[config.mk]
export PLATFORM = sky130hd
export DESIGN_NAME = reference_model_generator
export DESIGN_NICKNAME = d
export VERILOG_FILES = /design/src/rtl/rmg_pkg.sv /design/src/rtl/rmg_mul.sv /design/src/rtl/reference_model_generator.sv
export SDC_FILE = /design/constraint.sdc
export NUM_CORES = 2
export LEC_CHECK = 0
export ABC_AREA = 1
export BUFFER_PORTS_ARGS = -buffer_cell sky130_fd_sc_hd__clkbuf_2
export CORE_ASPECT_RATIO = 1.5
export CORE_UTILIZATION = 25
export DETAILED_ROUTE_END_ITERATION = 10
export PLACE_DENSITY = 0.48
export SLEW_MARGIN = 20
export SYNTH_ARGS = -nofsm -noshare
export SYNTH_HDL_FRONTEND = slang
export SYNTH_SLANG_ARGS = --single-unit
[constraint.sdc]
create_clock -name clk_i -period 18.06 [get_ports clk_i]
set_input_delay 0.903 -clock clk_i [delete_from_list [all_inputs] [get_ports clk_i]]
set_output_delay 0.903 -clock clk_i [all_outputs]
set_load 0.05 [all_outputs]
[src/rtl/rmg_pkg.sv]
// rmg_pkg: shared constants, types and width helpers for the generator top and its multiplier.
// No dependencies; imported by rmg_mul, reference_model_generator, rmg_model_monitor and the tb.
`timescale 1ns / 1ps

package rmg_pkg;

  // Defaults for the datapath parameters.
  localparam int DATA_WIDTH_DEF = 32;
  localparam int FRAC_BITS_DEF  = 16;

  // Port field width (register data, target and result fields).
  localparam int IO_W    = 32;
  // Slice of the second operand consumed by the multiplier each cycle.
  localparam int CHUNK_W = 16;

  // Configuration register indexes.
  localparam int REG_IDX_W = 3;
  localparam logic [REG_IDX_W-1:0] REG_LAG_BW   = 3'd0;
  localparam logic [REG_IDX_W-1:0] REG_FILT_G1  = 3'd1;
  localparam logic [REG_IDX_W-1:0] REG_FILT_G2  = 3'd2;
  localparam logic [REG_IDX_W-1:0] REG_ERR_GAIN = 3'd3;
  localparam logic [REG_IDX_W-1:0] REG_ST_G1    = 3'd4;
  localparam logic [REG_IDX_W-1:0] REG_ST_G2    = 3'd5;

  // Top-level sequencer.
  typedef enum logic [1:0] {
    S_IDLE,
    S_ERR,
    S_MUL,
    S_POS
  } state_e;

  // Product schedule, in issue order. The drive must be final before OP_DBD.
  typedef enum logic [2:0] {
    OP_L1Q1,  // l1 * q1
    OP_L2Q2,  // l2 * q2
    OP_L0E,   // l0 * e   -> drive
    OP_ABD,   // a  * bd
    OP_DBD,   // d  * bd  -> a'
    OP_Q1G1,  // q1 * g1  -> q1'
    OP_Q1G2   // q1 * g2  -> q2'
  } op_e;

  // Width of the rounded, rescaled product for a given data width.
  function automatic int rnd_prod_w(input int dw, input int fb);
    return dw + ((dw + CHUNK_W - 1) / CHUNK_W) * CHUNK_W + 1 - fb;
  endfunction

endpackage

[src/rtl/rmg_mul.sv]
// rmg_mul: sequential signed multiplier, one CHUNK_W slice of b per cycle, with
// round-to-nearest rescale by FRAC_BITS. Depends on rmg_pkg.
`timescale 1ns / 1ps

module rmg_mul import rmg_pkg::*; #(
  parameter int DATA_WIDTH = DATA_WIDTH_DEF,
  parameter int FRAC_BITS  = FRAC_BITS_DEF
) (
  input  logic                                              clk_i,
  input  logic                                              rst_ni,
  input  logic                                              start_i,
  input  logic signed [DATA_WIDTH-1:0]                      a_i,
  input  logic signed [DATA_WIDTH-1:0]                      b_i,
  output logic                                              done_o,
  output logic signed [rnd_prod_w(DATA_WIDTH, FRAC_BITS)-1:0] res_o
);

  localparam int NCH = (DATA_WIDTH + CHUNK_W - 1) / CHUNK_W;
  localparam int BW  = NCH * CHUNK_W;
  localparam int PW  = DATA_WIDTH + BW + 1;
  localparam int PPW = DATA_WIDTH + CHUNK_W + 1;
  localparam int CW  = (NCH > 1) ? $clog2(NCH) : 1;
  localparam logic [CW-1:0] TOP = CW'(NCH - 1);
  localparam logic signed [PW-1:0] HALF = PW'(1) << (FRAC_BITS - 1);

  logic signed [DATA_WIDTH-1:0]   a_q;
  logic        [BW-1:0]           b_q;
  logic        [CW-1:0]           chunk_q;
  logic                           busy_q, first_q, done_q;
  logic signed [PW-1:0]           acc_q, acc_d;
  logic signed [PW-1:0]           acc_sh, pp_x, rnd;
  logic        [CHUNK_W-1:0]      slice;
  logic signed [CHUNK_W:0]        slice_x;
  logic signed [PPW-1:0]          pp;

  // Horner over slices, most significant (signed) slice first.
  always_comb begin
    slice   = b_q[chunk_q*CHUNK_W +: CHUNK_W];
    slice_x = (chunk_q == TOP) ? {slice[CHUNK_W-1], slice} : {1'b0, slice};
    pp      = PPW'(a_q) * PPW'(slice_x);
    pp_x    = PW'(pp);
    acc_sh  = first_q ? '0 : (acc_q <<< CHUNK_W);
    rnd     = (chunk_q == '0) ? HALF : '0;
    acc_d   = acc_sh + pp_x + rnd;
  end

  always_ff @(posedge clk_i or negedge rst_ni) begin
    if (!rst_ni) begin
      busy_q  <= 1'b0;
      first_q <= 1'b0;
      done_q  <= 1'b0;
      chunk_q <= '0;
    end else begin
      done_q <= busy_q && (chunk_q == '0);
      if (start_i) begin
        busy_q  <= 1'b1;
        first_q <= 1'b1;
        chunk_q <= TOP;
      end else if (busy_q) begin
        first_q <= 1'b0;
        if (chunk_q == '0) begin
          busy_q <= 1'b0;
        end else begin
          chunk_q <= chunk_q - CW'(1);
        end
      end
    end
  end

  always_ff @(posedge clk_i) begin
    if (start_i) begin
      a_q <= a_i;
      b_q <= BW'(b_i);
    end
    if (busy_q) begin
      acc_q <= acc_d;
    end
  end

  assign done_o = done_q;
  assign res_o  = acc_q[PW-1:FRAC_BITS];

  a_no_start_busy: assert property (@(posedge clk_i) disable iff (!rst_ni)
    start_i |-> !busy_q)
    else $error("multiplier restarted while busy");

  a_done_pulse: assert property (@(posedge clk_i) disable iff (!rst_ni)
    done_o |=> !done_o)
    else $error("multiplier done held longer than one cycle");

endmodule

[src/rtl/reference_model_generator.sv]
// reference_model_generator: five-state fixed-point trajectory generator, one update per
// transaction. Depends on rmg_pkg and rmg_mul (shared multiplier).
`timescale 1ns / 1ps
//
//  channel | direction | handshake                | payload
//  --------+-----------+--------------------------+---------------------------------------
//  in      | to block  | in_valid_i / in_stall_o  | target_i
//  out     | from blk  | out_valid_o / out_stall_i| drive_o, ref_position_o,
//          |           |                          |   ref_velocity_o, ref_acceleration_o
//  cfg     | to block  | cfg_we_i                 | cfg_index_i, cfg_wdata_i
//
//  A transaction runs seven products in turn on the single shared multiplier,
//  which takes one 16-bit slice of its second operand per cycle; each finished
//  product is folded into its running sum as the next one is issued.
//  Reset clears the configuration and the state registers to zero; no clearing pass.
//  in_stall_o is high from acceptance until the state update is committed.
//  A stalled result sits in the output register; the next transaction runs
//  meanwhile and waits only at commit if the previous result is still held.

module reference_model_generator import rmg_pkg::*; #(
  parameter int DATA_WIDTH = DATA_WIDTH_DEF,
  parameter int FRAC_BITS  = FRAC_BITS_DEF
) (
  input  logic                   clk_i,
  input  logic                   rst_ni,
  input  logic                   cfg_we_i,
  input  logic [REG_IDX_W-1:0]   cfg_index_i,
  input  logic [IO_W-1:0]        cfg_wdata_i,
  input  logic                   in_valid_i,
  output logic                   in_stall_o,
  input  logic signed [IO_W-1:0] target_i,
  output logic                   out_valid_o,
  input  logic                   out_stall_i,
  output logic signed [IO_W-1:0] drive_o,
  output logic signed [IO_W-1:0] ref_position_o,
  output logic signed [IO_W-1:0] ref_velocity_o,
  output logic signed [IO_W-1:0] ref_acceleration_o
);

  localparam int RW  = rnd_prod_w(DATA_WIDTH, FRAC_BITS);
  localparam int MW0 = (RW > DATA_WIDTH) ? RW : DATA_WIDTH;
  localparam int MW  = (MW0 > IO_W) ? MW0 : IO_W;
  localparam int IW  = MW + 2;

  localparam logic signed [IW-1:0] DW_MAX = IW'({1'b0, {(DATA_WIDTH-1){1'b1}}});
  localparam logic signed [IW-1:0] DW_MIN = -DW_MAX - IW'(1);
  localparam logic signed [IW-1:0] IO_MAX = IW'({1'b0, {(IO_W-1){1'b1}}});
  localparam logic signed [IW-1:0] IO_MIN = -IO_MAX - IW'(1);

  function automatic logic signed [DATA_WIDTH-1:0] sat_dw(input logic signed [IW-1:0] x);
    logic signed [IW-1:0] y;
    y = x;
    if (x > DW_MAX) y = DW_MAX;
    else if (x < DW_MIN) y = DW_MIN;
    return DATA_WIDTH'(y);
  endfunction

  function automatic logic signed [IO_W-1:0] sat_io(input logic signed [DATA_WIDTH-1:0] v);
    logic signed [IW-1:0] y;
    y = IW'(v);
    if (y > IO_MAX) y = IO_MAX;
    else if (y < IO_MIN) y = IO_MIN;
    return IO_W'(y);
  endfunction

  function automatic logic signed [DATA_WIDTH-1:0] sat_in(input logic signed [IO_W-1:0] v);
    return sat_dw(IW'(v));
  endfunction

  // Configuration and loop state.
  logic signed [DATA_WIDTH-1:0] bd_q, g1_q, g2_q, l0_q, l1_q, l2_q;
  logic signed [DATA_WIDTH-1:0] p_q, v_q, a_q, q1_q, q2_q;
  // Per-transaction working registers.
  logic signed [DATA_WIDTH-1:0] tgt_q, e_q, d_q, na_q, nq1_q, nq2_q;
  logic signed [IW-1:0]         sum_q;
  logic signed [IO_W-1:0]       drive_q, pos_q, vel_q, acc_q;
  logic                         out_valid_q, out_valid_d;

  state_e state_q, state_d;
  op_e    op_q, op_d, op_sel;

  logic                         mul_start, mul_done;
  logic signed [DATA_WIDTH-1:0] mul_a, mul_b;
  logic signed [RW-1:0]         mul_res;

  logic                         in_acc, fold, commit;
  logic signed [IW-1:0]         rp, sum_fold;
  logic signed [DATA_WIDTH-1:0] fold_sat, pn, vn;

  rmg_mul #(
    .DATA_WIDTH (DATA_WIDTH),
    .FRAC_BITS  (FRAC_BITS)
  ) u_mul (
    .clk_i   (clk_i),
    .rst_ni  (rst_ni),
    .start_i (mul_start),
    .a_i     (mul_a),
    .b_i     (mul_b),
    .done_o  (mul_done),
    .res_o   (mul_res)
  );

  // Sequencer.
  always_comb begin
    state_d   = state_q;
    op_d      = op_q;
    op_sel    = OP_L1Q1;
    mul_start = 1'b0;
    in_acc    = 1'b0;
    fold      = 1'b0;
    commit    = 1'b0;
    case (state_q)
      S_IDLE: begin
        in_acc = in_valid_i;
        if (in_valid_i) state_d = S_ERR;
      end
      S_ERR: begin
        mul_start = 1'b1;
        op_sel    = OP_L1Q1;
        op_d      = OP_L1Q1;
        state_d   = S_MUL;
      end
      S_MUL: begin
        if (mul_done) begin
          fold = 1'b1;
          case (op_q)
            OP_L1Q1: op_sel = OP_L2Q2;
            OP_L2Q2: op_sel = OP_L0E;
            OP_L0E:  op_sel = OP_ABD;
            OP_ABD:  op_sel = OP_DBD;
            OP_DBD:  op_sel = OP_Q1G1;
            OP_Q1G1: op_sel = OP_Q1G2;
            default: op_sel = OP_L1Q1;
          endcase
          if (op_q == OP_Q1G2) begin
            state_d = S_POS;
          end else begin
            mul_start = 1'b1;
            op_d      = op_sel;
          end
        end
      end
      S_POS: begin
        if (!(out_valid_q && out_stall_i)) begin
          commit  = 1'b1;
          state_d = S_IDLE;
        end
      end
      default: state_d = S_IDLE;
    endcase
  end

  // Operand selection for the product being issued.
  always_comb begin
    case (op_sel)
      OP_L1Q1: begin mul_a = l1_q; mul_b = q1_q; end
      OP_L2Q2: begin mul_a = l2_q; mul_b = q2_q; end
      OP_L0E:  begin mul_a = l0_q; mul_b = e_q;  end
      OP_ABD:  begin mul_a = a_q;  mul_b = bd_q; end
      OP_DBD:  begin mul_a = d_q;  mul_b = bd_q; end
      OP_Q1G1: begin mul_a = q1_q; mul_b = g1_q; end
      OP_Q1G2: begin mul_a = q1_q; mul_b = g2_q; end
      default: begin mul_a = '0;   mul_b = '0;   end
    endcase
  end

  // Fold the finished rounded product into its running sum; also form the next position and velocity.
  always_comb begin
    rp = IW'(mul_res);
    case (op_q)
      OP_L1Q1: sum_fold = rp;
      OP_L2Q2, OP_L0E, OP_DBD: sum_fold = sum_q + rp;
      OP_ABD:  sum_fold = IW'(a_q) - rp;
      OP_Q1G1: sum_fold = IW'(q1_q) + IW'(q2_q) - rp;
      OP_Q1G2: sum_fold = IW'(q2_q) + IW'(e_q) - rp;
      default: sum_fold = rp;
    endcase
    fold_sat = sat_dw(sum_fold);
    pn       = sat_dw(IW'(p_q) + IW'(v_q));
    vn       = sat_dw(IW'(v_q) + IW'(a_q));
  end

  assign out_valid_d = commit || (out_valid_q && out_stall_i);

  always_ff @(posedge clk_i or negedge rst_ni) begin
    if (!rst_ni) begin
      state_q     <= S_IDLE;
      op_q        <= OP_L1Q1;
      out_valid_q <= 1'b0;
      bd_q <= '0; g1_q <= '0; g2_q <= '0;
      l0_q <= '0; l1_q <= '0; l2_q <= '0;
      p_q  <= '0; v_q  <= '0; a_q  <= '0; q1_q <= '0; q2_q <= '0;
    end else begin
      state_q     <= state_d;
      op_q        <= op_d;
      out_valid_q <= out_valid_d;
      if (cfg_we_i) begin
        case (cfg_index_i)
          REG_LAG_BW:   bd_q <= sat_in(cfg_wdata_i);
          REG_FILT_G1:  g1_q <= sat_in(cfg_wdata_i);
          REG_FILT_G2:  g2_q <= sat_in(cfg_wdata_i);
          REG_ERR_GAIN: l0_q <= sat_in(cfg_wdata_i);
          REG_ST_G1:    l1_q <= sat_in(cfg_wdata_i);
          REG_ST_G2:    l2_q <= sat_in(cfg_wdata_i);
          default: ;
        endcase
      end
      if (commit) begin
        p_q  <= pn;
        v_q  <= vn;
        a_q  <= na_q;
        q1_q <= nq1_q;
        q2_q <= nq2_q;
      end
    end
  end

  always_ff @(posedge clk_i) begin
    if (in_acc) tgt_q <= sat_in(target_i);
    if (state_q == S_ERR) e_q <= sat_dw(IW'(tgt_q) - IW'(p_q));
    if (fold) begin
      sum_q <= sum_fold;
      case (op_q)
        OP_L0E:  d_q   <= fold_sat;
        OP_DBD:  na_q  <= fold_sat;
        OP_Q1G1: nq1_q <= fold_sat;
        OP_Q1G2: nq2_q <= fold_sat;
        default: ;
      endcase
    end
    if (commit) begin
      drive_q <= sat_io(d_q);
      pos_q   <= sat_io(pn);
      vel_q   <= sat_io(vn);
      acc_q   <= sat_io(na_q);
    end
  end

  assign in_stall_o         = (state_q != S_IDLE);
  assign out_valid_o        = out_valid_q;
  assign drive_o            = drive_q;
  assign ref_position_o     = pos_q;
  assign ref_velocity_o     = vel_q;
  assign ref_acceleration_o = acc_q;

  a_done_in_mul: assert property (@(posedge clk_i) disable iff (!rst_ni)
    mul_done |-> state_q == S_MUL)
    else $error("product finished outside the multiply phase");

  a_accept_to_err: assert property (@(posedge clk_i) disable iff (!rst_ni)
    (in_valid_i && !in_stall_o) |=> state_q == S_ERR)
    else $error("accepted transaction did not start the error step");

  a_result_from_commit: assert property (@(posedge clk_i) disable iff (!rst_ni)
    $rose(out_valid_o) |-> $past(state_q) == S_POS)
    else $error("result raised without a commit");

  a_commit_result: assert property (@(posedge clk_i) disable iff (!rst_ni)
    (state_q == S_POS && !(out_valid_q && out_stall_i)) |=>
      (out_valid_o && state_q == S_IDLE))
    else $error("commit did not present a result");

endmodule

==> results.md <==
- Run status: finished clean
- Cell area after layout: 89,700 µm²
- Cell mode on critical path: fa_1
- Clock sink count: 861
- Max-cap viol count: 0
- Total clock buffers created by CTS: 83
- Critical path launch point type: flop
- RSZ-0062 raised after global routing: false
- Hold Vio Cnt, Final: 0
- CORE AREA: between 300,000 and 400,000 µm²
- Vias/cell: about 4.7
- RD Place Congestion: a little over 1
- Area delta synth->final: 10.5%
- Die area: about 330,000 µm²
- Synth area leaders: fa_1 19%, edfxtp_1 18%, nand2_1 14%, dfrtp_1 11%, inv_1 9.8%
- Post-route DRC: 0
- Worst-Skew Late Latency: between 0.7 and 0.8 ns
- Setup TNS: 0 ns
- Top_reg_cell synth: edfxtp_1
- Final setup vio count: 0
- Fillers: approximately 36k
- Achievable frequency: 109 MHz
- Multi-input gate area: 47,800 µm²
- Placed Area: between 80,000 and 90,000 µm²
- Max Root-Sink Buffers: 3
- CP Max Fanout: 27
- Crit share post-route: roughly 51%
- Final Max Slew Viols: 0
- Cts hold-fix bufs: 0
- Critical Path RT: 18.53 ns
- Sequential cell area: 24,000 µm²
- CP max-delay cell: clkinv_1
- Initial antenna violation count: 9
- Worst slew pin tran: 1.13 ns
- Initial Util: about 25%
- Largest net degree at the start of global routing: 167
- Chip width: around 470 µm
- EDFF count, synth: 500
- IO buf count: 201
- Finished Core Util: between 20% and 30%
- Clock Pin Slew Worst Setup and Hold Paths: roughly 0.07 ns
- Clock Tree Root: clkbuf_16
- Via count: 69.2k
- Family with the most delay on the worst path: adder cells
- Top Ports: a little over 200
- Most common cell after layout, fill and taps aside: nand2_1
- Detailed Place HPWL: 298 mm
- Synth warn: 0
- Clock skew: 0.0892 ns
- Ys async rst share: 41.9%
- DRT Wirelength: 361 mm
- Crit path time final: between 9 and 10 ns
- Relative slew slack: 24.8%
- Layout cells sized above 1: just under 6%
- Slowest Stage Delay on Critical Path: approximately 0.90 ns
- Nets: 11.7k
- Resized Gates After CTS: 0
- First-pass GRT wire length: 513 mm
- Cell Rows: about 260
- Gr usage total: 22.0%
- Yosys cell types: 66
- Reg with most FFs: u_mul.acc_q
- Critical path type: flop to flop
- Die Height: 700 µm
- Drt first pass iters: 5
- Synth area leader: fa_1
- DR WL/cell: 24.4 µm
- HP Class: input port to asynchronous set/reset pin
- Seq/Total Area, Yosys: between 20 and 30%
- Biggest regs: u_mul.acc_q (65), sum_q (51)
- #FFs+latches synth: roughly 860
- R2r setup slk: 8.90 ns
- DRT iter0 DRCs: between 4k and 5k
- Buf/Inv on CP: 6
- ANT nets after route: 0
- Synthesized area per cell: approximately 8 µm²
- Share of the synthesized area in the top cell type: 18.6%
- Syn Nets: 11.7k
- Max FFs per register: 65
- Synth Instances: 10.4k
- CP Capture Type: flop
- H-tree Lvls: 3
- Post-CTS Setup Inserts: 0
- Crit path arrival time: ~9.6 ns
- Mapped Area: 81,200 µm²
- Vias in the first global route: 72.6k
- Highest-count cells in the layout ignoring fill and taps: 2,964 x nand2_1, 2,111 x inv_1, 752 x fa_1
- TritonCTS clock tree: done
- Congestion Overflow GR: 0
stage by stage:
step | hold WS [ns] | setup WS [ns] | cells
floorplan | 0.430 | 10.77 | 10400
global placement | 0.433 | 8.80 | 14600
finish | 0.177 | 8.90 | 14800
global route | 0.213 | 8.41 | 14800
CTS | 0.178 | 8.85 | 14800
detailed placement | 0.435 | 8.84 | 14600
cell usage after synthesis, types with 12 or more instances:
library cell,instances
o21a_1,18
inv_2,17
or2_2,77
nor4_1,14
nor2_1,731
a21oi_1,420
a21o_1,19
o2111ai_1,12
buf_1,26
o221ai_1,27
nand2_2,25
xor2_1,104
fa_1,753
o21ai_0,550
nor3_1,60
buf_2,20
a31oi_1,52
nand3b_1,30
ha_1,476
inv_1,2119
nand4_1,56
xnor2_1,71
nand2_1,2972
and2_1,15
nand3_1,305
dfrtp_1,361
o21bai_1,40
edfxtp_1,500
a221oi_1,62
nor2_2,17
clkbuf_1,299
nor3_2,13
o21ai_1,28
a22oi_1,45
cell type report:
cell class                 count  share of cell area [%]
multi-input combinational   7063                    53.3
inverter                    2145                    8.99
clock inverter                49                   0.640
clock buffer                 107                    2.47
sequential                   861                    26.8
tap                         4240                    5.91
timing repair buffer         289                    1.88
antenna                       11                  0.0307
routing by layer:
metal / vias up / track usage, % / wire length (µm)
met5: - / 0 / 77
met4: 10 / 18.6 / 36900
met3: 876 / 2.40 / 13900
met2: 2091 / 40.7 / 187000
met1: 33900 / 21.8 / 123000
li1: 32300 / - / -
worst paths after layout:
check | startpoint | end | cells past startpoint
hold / removal | rst_ni | p_q[2]$_DFFE_PN0P_ | 1
setup / recovery | u_mul.first_q$_DFFE_PN0P_ | u_mul.acc_q[63]$_DFFE_PP_ | 29
hold reg to reg | nq2_q[20]$_DFFE_PP_ | q2_q[20]$_DFFE_PN0P_ | 2
max in group asynchronous | rst_ni | q2_q[27]$_DFFE_PN0P_ | 3
setup reg to reg | u_mul.first_q$_DFFE_PN0P_ | u_mul.acc_q[63]$_DFFE_PP_ | 29
min in group clk_i | target_i[7] | tgt_q[7]$_SDFFCE_PN1P_ | 1
kinds of logic (layout without fill, tap and decap cells):
| logic type | Yosys count | in the layout | share of synthesized area, % |
|---|---|---|---|
| adder cells (fa/ha/maj) | 1229 | 1229 | 25.9 |
| AND/OR/NAND/NOR | 4331 | 4331 | 21.6 |
| multiplexers | 1 | 1 | 0.0123 |
| XOR/XNOR | 175 | 175 | 1.89 |
| flip-flops | 861 | 861 | 29.6 |
| other | 0 | 11 | 0 |
| AO/OA/AOI/OAI | 1327 | 1327 | 9.33 |
| buffers and inverters | 2500 | 2590 | 11.7 |
Power is not shown: default switching activity piles up to over one toggle a cycle in this logic, so the estimate is an artifact.
